===== src/hw/rtl/shp3_pkg.sv =====
// Shared types, constants and the channel arithmetic of the 3x3 sharpen filter.
`default_nettype none
package shp3_pkg;

    // Fixed field widths
    localparam int CHAN_W       = 8;
    localparam int ROW_W        = 16;
    localparam int ANCHOR_COL_W = 11;
    localparam int FW_REG_W     = 12;
    localparam int FH_REG_W     = 16;
    localparam int CFG_IDX_W    = 1;
    localparam int CFG_DATA_W   = 16;

    // Configuration register indexes
    localparam logic [CFG_IDX_W-1:0] REG_FRAME_WIDTH  = 1'b0;
    localparam logic [CFG_IDX_W-1:0] REG_FRAME_HEIGHT = 1'b1;

    // Register reset values
    localparam logic [FW_REG_W-1:0] FRAME_WIDTH_RST  = 12'd640;
    localparam logic [FH_REG_W-1:0] FRAME_HEIGHT_RST = 16'd480;

    // Filter constants
    localparam int MIN_DIM     = 3;
    localparam int WIN_OFFSET  = 2;
    localparam int CENTER_GAIN = 5;
    localparam int CHAN_MAX    = 255;

    typedef struct packed {
        logic [CHAN_W-1:0] alpha;
        logic [CHAN_W-1:0] red;
        logic [CHAN_W-1:0] green;
        logic [CHAN_W-1:0] blue;
    } pix_t;

    // One line store entry: the pixel two rows up and the pixel one row up
    typedef struct packed {
        pix_t top;
        pix_t mid;
    } line_pair_t;

    // Per-word control carried from the counter stage to the window stage
    typedef struct packed {
        logic                    emit;
        logic                    last;
        logic [ROW_W-1:0]        row;
        logic [ANCHOR_COL_W-1:0] col;
    } ctrl_t;

    // CENTER_GAIN * centre minus the edge neighbours, clamped to 0..255
    function automatic logic [CHAN_W-1:0] sharpen_chan(
        input logic [CHAN_W-1:0] center,
        input logic [CHAN_W-1:0] up,
        input logic [CHAN_W-1:0] down,
        input logic [CHAN_W-1:0] left,
        input logic [CHAN_W-1:0] right
    );
        logic [10:0] pos;
        logic [9:0]  neg;
        logic [10:0] diff;
        logic [CHAN_W-1:0] res;
        pos  = {3'b000, center} * 11'(CENTER_GAIN);
        neg  = {2'b00, up} + {2'b00, down} + {2'b00, left} + {2'b00, right};
        diff = pos - {1'b0, neg};
        if ({1'b0, neg} > pos)
        begin
            res = '0;
        end
        else if (diff > 11'(CHAN_MAX))
        begin
            res = CHAN_W'(CHAN_MAX);
        end
        else
        begin
            res = diff[CHAN_W-1:0];
        end
        return res;
    endfunction

endpackage
`default_nettype wire


===== src/hw/rtl/shp3_stream_if.sv =====
// Pixel input and sharpened result channel interfaces.
`default_nettype none


interface shp3_res_if;
    logic        valid;
    logic        ready;
    logic [7:0]  out_alpha;
    logic [7:0]  out_red;
    logic [7:0]  out_green;
    logic [7:0]  out_blue;
    logic [15:0] anchor_row;
    logic [10:0] anchor_col;
    logic        frame_last;

    modport source (output valid, output out_alpha, output out_red, output out_green,
                    output out_blue, output anchor_row, output anchor_col,
                    output frame_last, input ready);
    modport sink   (input valid, input out_alpha, input out_red, input out_green,
                    input out_blue, input anchor_row, input anchor_col,
                    input frame_last, output ready);
endinterface
`default_nettype wire


===== src/hw/rtl/shp3_window.sv =====
// 3x3 window taps, sharpen arithmetic and the result output register.
`default_nettype none
module shp3_window (
    input  logic            clk,
    input  logic            rst_n,
    input  logic            adv,
    input  shp3_pkg::ctrl_t ctrl,
    input  shp3_pkg::pix_t  top_px,
    input  shp3_pkg::pix_t  mid_px,
    input  shp3_pkg::pix_t  new_px,
    output logic            out_free,
    shp3_res_if.source      res
);
    import shp3_pkg::*;

    // Only the taps that feed the next result are kept
    pix_t win_t1_reg;
    pix_t win_t2_reg;
    pix_t win_m4_reg;
    pix_t win_m5_reg;
    pix_t win_b8_reg;

    logic        out_valid_reg;
    logic        out_valid_next;
    pix_t        out_px_reg;
    pix_t        out_px_next;
    logic [15:0] out_row_reg;
    logic [10:0] out_col_reg;
    logic        out_last_reg;

    // Shift the window left, new column enters on the right
    always_ff @(posedge clk)
    begin
        if (adv)
        begin
            win_t1_reg <= win_t2_reg;
            win_t2_reg <= top_px;
            win_m4_reg <= win_m5_reg;
            win_m5_reg <= mid_px;
            win_b8_reg <= new_px;
        end
    end

    // Sharpen the window as it stands after this shift
    always_comb
    begin
        out_px_next.alpha = win_t1_reg.alpha;
        out_px_next.red   = sharpen_chan(win_m5_reg.red, win_t2_reg.red, win_b8_reg.red,
                                         win_m4_reg.red, mid_px.red);
        out_px_next.green = sharpen_chan(win_m5_reg.green, win_t2_reg.green,
                                         win_b8_reg.green, win_m4_reg.green, mid_px.green);
        out_px_next.blue  = sharpen_chan(win_m5_reg.blue, win_t2_reg.blue, win_b8_reg.blue,
                                         win_m4_reg.blue, mid_px.blue);
    end

    assign out_free = !out_valid_reg || res.ready;

    // Load a new word or drop the taken one
    always_comb
    begin
        out_valid_next = out_valid_reg;
        if (adv && ctrl.emit)
        begin
            out_valid_next = 1'b1;
        end
        else if (res.ready)
        begin
            out_valid_next = 1'b0;
        end
    end

    always_ff @(posedge clk or negedge rst_n)
    begin
        if (!rst_n)
        begin
            out_valid_reg <= 1'b0;
        end
        else
        begin
            out_valid_reg <= out_valid_next;
        end
    end

    // Capture the result payload
    always_ff @(posedge clk)
    begin
        if (adv && ctrl.emit)
        begin
            out_px_reg   <= out_px_next;
            out_row_reg  <= ctrl.row;
            out_col_reg  <= ctrl.col;
            out_last_reg <= ctrl.last;
        end
    end

    assign res.valid      = out_valid_reg;
    assign res.out_alpha  = out_px_reg.alpha;
    assign res.out_red    = out_px_reg.red;
    assign res.out_green  = out_px_reg.green;
    assign res.out_blue   = out_px_reg.blue;
    assign res.anchor_row = out_row_reg;
    assign res.anchor_col = out_col_reg;
    assign res.frame_last = out_last_reg;

endmodule
`default_nettype wire


===== src/flat_wrapper.sv =====
// flat-port wrapper written by rule: the top's interface ports become plain ports
module shp3_window_flat import shp3_pkg::*;
  (clk, rst_n, adv, ctrl, top_px, mid_px, new_px, out_free, res_valid, res_out_alpha, res_out_red, res_out_green, res_out_blue, res_anchor_row, res_anchor_col, res_frame_last, res_ready);
  shp3_res_if res_i ();
  input  logic clk;
  input  logic rst_n;
  input  logic adv;
  input  shp3_pkg::ctrl_t ctrl;
  input  shp3_pkg::pix_t top_px;
  input  shp3_pkg::pix_t mid_px;
  input  shp3_pkg::pix_t new_px;
  output logic out_free;
  output wire logic [$bits(res_i.valid)-1:0] res_valid;
  output wire logic [$bits(res_i.out_alpha)-1:0] res_out_alpha;
  output wire logic [$bits(res_i.out_red)-1:0] res_out_red;
  output wire logic [$bits(res_i.out_green)-1:0] res_out_green;
  output wire logic [$bits(res_i.out_blue)-1:0] res_out_blue;
  output wire logic [$bits(res_i.anchor_row)-1:0] res_anchor_row;
  output wire logic [$bits(res_i.anchor_col)-1:0] res_anchor_col;
  output wire logic [$bits(res_i.frame_last)-1:0] res_frame_last;
  input wire logic [$bits(res_i.ready)-1:0] res_ready;
  assign res_valid = res_i.valid;
  assign res_out_alpha = res_i.out_alpha;
  assign res_out_red = res_i.out_red;
  assign res_out_green = res_i.out_green;
  assign res_out_blue = res_i.out_blue;
  assign res_anchor_row = res_i.anchor_row;
  assign res_anchor_col = res_i.anchor_col;
  assign res_frame_last = res_i.frame_last;
  assign res_i.ready = res_ready;
  shp3_window u_core (.clk(clk), .rst_n(rst_n), .adv(adv), .ctrl(ctrl), .top_px(top_px), .mid_px(mid_px), .new_px(new_px), .out_free(out_free), .res(res_i));
endmodule

===== config.mk =====
export PLATFORM = sky130hd
export DESIGN_NAME = shp3_window_flat
export DESIGN_NICKNAME = d
export VERILOG_FILES = /design/src/hw/rtl/shp3_pkg.sv /design/src/hw/rtl/shp3_stream_if.sv /design/src/hw/rtl/shp3_window.sv /design/src/flat_wrapper.sv
export SDC_FILE = /design/constraint.sdc
export NUM_CORES = 1
export LEC_CHECK = 0
export BUFFER_PORTS_ARGS = -buffer_cell sky130_fd_sc_hd__buf_2
export CORE_UTILIZATION = 48
export DETAILED_ROUTE_END_ITERATION = 12
export GPL_TIMING_DRIVEN = 0
export PLACE_DENSITY = 0.7
export SETUP_SLACK_MARGIN = 0.5
export SLEW_MARGIN = 20
export SYNTH_ARGS = -nofsm -noshare
export SYNTH_HDL_FRONTEND = slang
export SYNTH_SLANG_ARGS = --single-unit

===== constraint.sdc =====
create_clock -name clk -period 5.3 [get_ports clk]
set_input_delay 0.265 -clock clk [delete_from_list [all_inputs] [get_ports clk]]
set_output_delay 0.265 -clock clk [all_outputs]
set_load 0.03 [all_outputs]

# Word-level counts from Yosys, hierarchy flattened
# Cells that the tools add are included.
dict set report word_totals {
  wordCells 52
  reg_bits 173
  output_inout_bits 62
  inputBits 129
}
dict set report op_classes {
  n_lt_le_gt_ge 6
  n_reduce_logical 4
  n_addsub 12
  mux 5
  n_mul 3
}
# operator count
set ops {}
lappend ops {{10-bit by 8-bit adder with 10-bit output} 6}
lappend ops {{10-bit by 11-bit > comparator with 1-bit output} 3}
lappend ops {{11-bit by 8-bit > comparator with 1-bit output, second input constant} 3}
lappend ops {{8-bit by 3-bit multiplier with 11-bit output, second input constant} 3}
lappend ops {{11-bit by 10-bit subtractor with 11-bit output} 3}
lappend ops {{8-bit by 8-bit adder with 9-bit output} 3}
lappend ops {{8-bit two-way mux} 3}
lappend ops {{1-bit two-way mux} 2}
lappend ops {{2-bit nonzero test} 1}
lappend ops {{1-bit logical AND} 1}
lappend ops {{1-bit zero test} 1}
lappend ops {{1-bit logical OR} 1}

# Logic depth before layout (Yosys ltp)
dict set report logic_depth {
  ltp_word 6
  mapped_depth 23
  mapped_depth_nobuf 23
}

# Worst setup path after synthesis
# No wires, ideal clock.
dict set report synth_timing {
  kind {reg-to-reg}
  from {register u_core.win_b8_reg[16] (netlist name)}
  to {register u_core.out_px_reg (netlist bit u_core.res.out_red[0]) (data pin)}
  path_stages_with_launch 22
  t_required_ns 5.011
  setup_time_ns 0.289
  synth_period_minus_slack_ns 4.736
  n_path_buf 1
  setup_slack_ns 0.564
  t_arrival_ns 4.448
  path_cell_list {edfxtp_1 ha_1 inv_1 fa_1 fa_1 inv_1 ha_1 fa_1 a21o_1 a21oi_1 o21bai_1 a21oi_1 nor2_1 a211oi_1 ha_1 clkbuf_1 nand2_1 nor2_1 a211oi_1 o2111ai_1 a211oi_4 a22oi_1}
}
dict set report synth_via {
  elab_chain_len 6
  elab_cells_between_ends 7
  cone_classes {4 x add/sub; 2 x order compare; 1 x mux}
}
# element line_no
set synth_rtl {}
lappend synth_rtl {{start: declaration} shp3_window.sv:21} ;# pix_t win_b8_reg;
lappend synth_rtl {{start signal: assignment} shp3_window.sv:40} ;# win_b8_reg <= new_px;
lappend synth_rtl {{8-bit by 8-bit adder with 9-bit output *} shp3_pkg.sv:62} ;# neg = {2'b00, up} + {2'b00, down} + {2'b00, left} + {2'b00, right};
lappend synth_rtl {{10-bit by 8-bit adder with 10-bit output * (2 in series)} shp3_pkg.sv:62}
lappend synth_rtl {{11-bit by 10-bit subtractor with 11-bit output} shp3_pkg.sv:63} ;# diff = pos - {1'b0, neg};
lappend synth_rtl {{11-bit by 8-bit > comparator with 1-bit output} shp3_pkg.sv:68} ;# else if (diff > 11'(CHAN_MAX))
lappend synth_rtl {{8-bit two-way mux} shp3_pkg.sv:68}
lappend synth_rtl {{end signal: assignment} shp3_window.sv:89} ;# out_px_reg <= out_px_next;
lappend synth_rtl {{end: declaration} shp3_window.sv:25} ;# pix_t out_px_reg;
# Mark *: on every way between the ends. The rest lies on a longest branch, timed or not.
# A chain may end at the register's enable or synchronous reset.

# Final worst setup path
dict set report layout_timing {
  from {register u_core.win_b8_reg[16] (netlist name)}
  to {register u_core.out_px_reg (netlist bit u_core.res.out_red[4]) (data pin)}
}
# Same word-level chain as after synthesis.

==> impl_metrics.env <==
export IMPL_syn_area_per_cell_um2=12.2
export IMPL_yosys_warnings=0
export IMPL_avgRoutedWirePerCell_um=14.9
export IMPL_die_height_um=149
export IMPL_p_leak_nw=6.23
export IMPL_antenna_found_initial=0
export IMPL_vias_per_cell=5.02
export IMPL_antenna_cells=0
export IMPL_setup_violations=0
export IMPL_clock_skew_ps=10.8
export IMPL_fmax_mhz=203
export IMPL_yosysUniqueCellTypes=51
export IMPL_cp_max_fo=8
export IMPL_end_kind="flop"
export IMPL_nNetsFinal=1457
export IMPL_initial_core_util_pct=49.4
export IMPL_h_tree_depth=4
export IMPL_ios=191
export IMPL_cp_start_kind="flop"
export IMPL_grt_usage_pct=19.9
export IMPL_drcViolationCount=0
export IMPL_grt_pass1_vias=7454
export IMPL_antenna_left=0
export IMPL_num_rows=53
export IMPL_fin_area_um2=14100
export IMPL_power_density_nw_per_um2=619
export IMPL_clk_latency_ps=440
export IMPL_final_setup_tns_ps=0
export IMPL_cts_tree="done"
export IMPL_core_region_area_um2=21200
export IMPL_grt_overflow_total=0
export IMPL_r2r_setup_slack_ps=360
export IMPL_max_cap_violations=0
export IMPL_dr_pass1_iters=4
export IMPL_path_clk_slew_ps=80
export IMPL_synth_fp_nets=1140
export IMPL_ys_flop_type="edfxtp_1"
export IMPL_largest_reg_flops=32
export IMPL_synthCells=858
export IMPL_dp_hpwl_um=14600
export IMPL_critPathKind="flop to flop"
export IMPL_required_ps=5450
export IMPL_gp_congestion=0.779
export IMPL_synth_edff_count=172
export IMPL_drive_above_1_share_pct=31.1
export IMPL_cts_buffers=17
export IMPL_ys_seq_area_share_pct=49.7
export IMPL_ctsRootBufferMaster="clkbuf_16"
export IMPL_outcome="finished, final reports clean"
export IMPL_rsz0062_at_grt="yes"
export IMPL_vias=7342
export IMPL_cts_buffer_depth=2
export IMPL_ys_ff_latch=173
export IMPL_finalCritPeriodShare_pct=93.1
export IMPL_mappedNetlistArea_um2=10400
export IMPL_slew_headroom_pct=44.9
export IMPL_tightest_slew_ps=823
export IMPL_grt_pass1_wl_um=34500
export IMPL_hold_viol_final=0
export IMPL_critPathArrivalTime_ps=5090
export IMPL_die_area_um2=22300
export IMPL_syn_to_final_growth_pct=35.4
export IMPL_clock_sinks=173
export IMPL_synthArstFlopShare_pct=0.578
export IMPL_postPlaceCellArea_um2=11700
export IMPL_min_path_type="input pin to flop"
export IMPL_peakVddDrop_uv=272
export IMPL_fp_dieW_um=149
export IMPL_min_period_ps=4940
export IMPL_grt_max_degree=78
export IMPL_wl_um=21800
export IMPL_initialDrtViolationCount=269
export IMPL_port_buffers=174
export IMPL_finalMaxSlewViolations=0
where the power goes:
group          switching, W  internal (W)  total, W
registers         0.0000569       0.00180   0.00186
clock network      0.000642      0.000646   0.00129
logic               0.00300       0.00260   0.00561
placed cells by master, fill, tap and decap left out, drive strengths merged, types with 3 or more instances in the layout:
master,instances
buf,211
edfxtp,172
inv,157
ha,117
dlygate4sd3,89
nor2,44
a21oi,41
fa,36
xnor2,35
xor2,33
a21o,26
nand2,26
a22oi,25
o21ai,25
nand2b,18
clkbuf,17
nor2b,13
nor3,11
o21a,10
nand3,10
a211oi,9
a21boi,9
and2,6
clkinv,5
o41ai,4
o21bai,4
o211ai,4
and3,3
o2111a,3
o22ai,3
metrics by stage:
step | cells | util [%] | hold WS [ps] | power (W) | setup WS [ps]
after global placement | 1307 | 55.1 | 49.5 | 0.00605 | -43.2
after detailed placement | 1309 | 55.4 | 50.0 | 0.00612 | -80.7
after global routing | 1463 | 66.8 | -0.762 | 0.00939 | 158
final | 1463 | 66.8 | 17.5 | 0.00875 | 364
after CTS | 1446 | 65.0 | 0.845 | 0.00828 | 373
after floorplan | 858 | - | -30.6 | 0.00532 | 564
final timing paths:
| kind | startpoint | to | cells after the start |
|---|---|---|---|
| max | u_core.win_b8_reg[16]$_DFFE_PP_ | u_core.res.out_red[4]$_SDFFCE_PN0P_ | 20 |
| min | top_px[29] | u_core.win_t2_reg[29]$_DFFE_PP_ | 1 |
| max reg2reg | u_core.win_b8_reg[16]$_DFFE_PP_ | u_core.res.out_red[4]$_SDFFCE_PN0P_ | 20 |
| min reg2reg | u_core.win_t2_reg[27]$_DFFE_PP_ | u_core.out_px_next[27]$_DFFE_PP_ | 0 |
| max in group asynchronous | rst_n | u_core.res.valid$_DFFE_PN0P_ | 2 |
| min in group asynchronous | rst_n | u_core.res.valid$_DFFE_PN0P_ | 2 |
layout make-up:
cell class,instances,area (um2)
fillers,1525,7020
repair buffers,298,2090
clock inverters,15,181
clock buffers,17,425
plain buffers,2,22.5
flip-flops and latches,173,5190
well taps,275,344
multi-input cells,536,5340
inverters,147,552
cells in the mapped netlist, types with 2 or more instances:
cell	instances	area, um2
nor3_1	11	55.1
and2_1	6	37.5
fa_1	36	721
nand2_1	26	97.6
edfxtp_1	172	5160
o21a_1	10	75.1
o211ai_1	4	30.0
a21oi_1	41	205
nor2b_1	13	81.3
o2111a_1	3	33.8
xor2_1	33	289
o21ai_1	3	15.0
o22ai_1	3	18.8
o21ai_0	22	110
nand2b_1	18	113
o21bai_1	4	30.0
o41a_1	2	22.5
a22oi_1	25	188
ha_1	117	1460
xnor2_1	35	307
a211oi_1	7	52.6
nand4_1	2	12.5
a21o_1	26	195
nand3_1	10	50.1
o41ai_1	4	35.0
a31o_2	2	17.5
a21boi_0	9	67.6
nor2_1	44	165
inv_1	146	548
and3_1	3	18.8
cells by family after synthesis:
family	share of synthesized area (%)
multiplexers	0.0959
AND/OR/NAND/NOR	6.40
adder cells (fa/ha/maj)	20.9
buffers and inverters	5.36
flip-flops	49.7
XOR/XNOR	5.70
AO/OA/AOI/OAI	11.8
timing repair:
| item | in CTS | in global routing |
|---|---|---|
| hold buffers | 84 | 5 |
| pin swaps | 74 | 63 |
| setup endpoints to repair | 24 | 24 |
| gates cloned | 0 | 0 |
| buffers inserted | 21 | 12 |
| gates resized for setup | 92 | 56 |
| endpoints found under the hold margin | 84 | 5 |
layer usage:
layer	routed length (um)	vias up	track usage, %	part of all wire, %
met3	837	37	3.66	3.8
met4	486	0	8.37	2.2
met5	0	-	0	0
met2	10900	166	35.1	50
li1	-	3662	-	-
met1	9580	3477	23.8	44
worst max-delay path, stage by stage (launching register included):
cell and delay [ps]:
edfxtp_1 420, ha_4 190, inv_2 50, fa_2 430
fa_1 490, inv_1 40, ha_2 190, fa_2 390
a21o_1 210, a21oi_2 160, o21bai_1 120, a21oi_2 180
xor2_1 100, ha_1 390, and2_4 180, nand3_1 80
a21o_1 190, a221o_1 340, a211oi_4 250, buf_6 170
a22oi_1 70
Note: power is estimated with default switching activity, not from simulation.
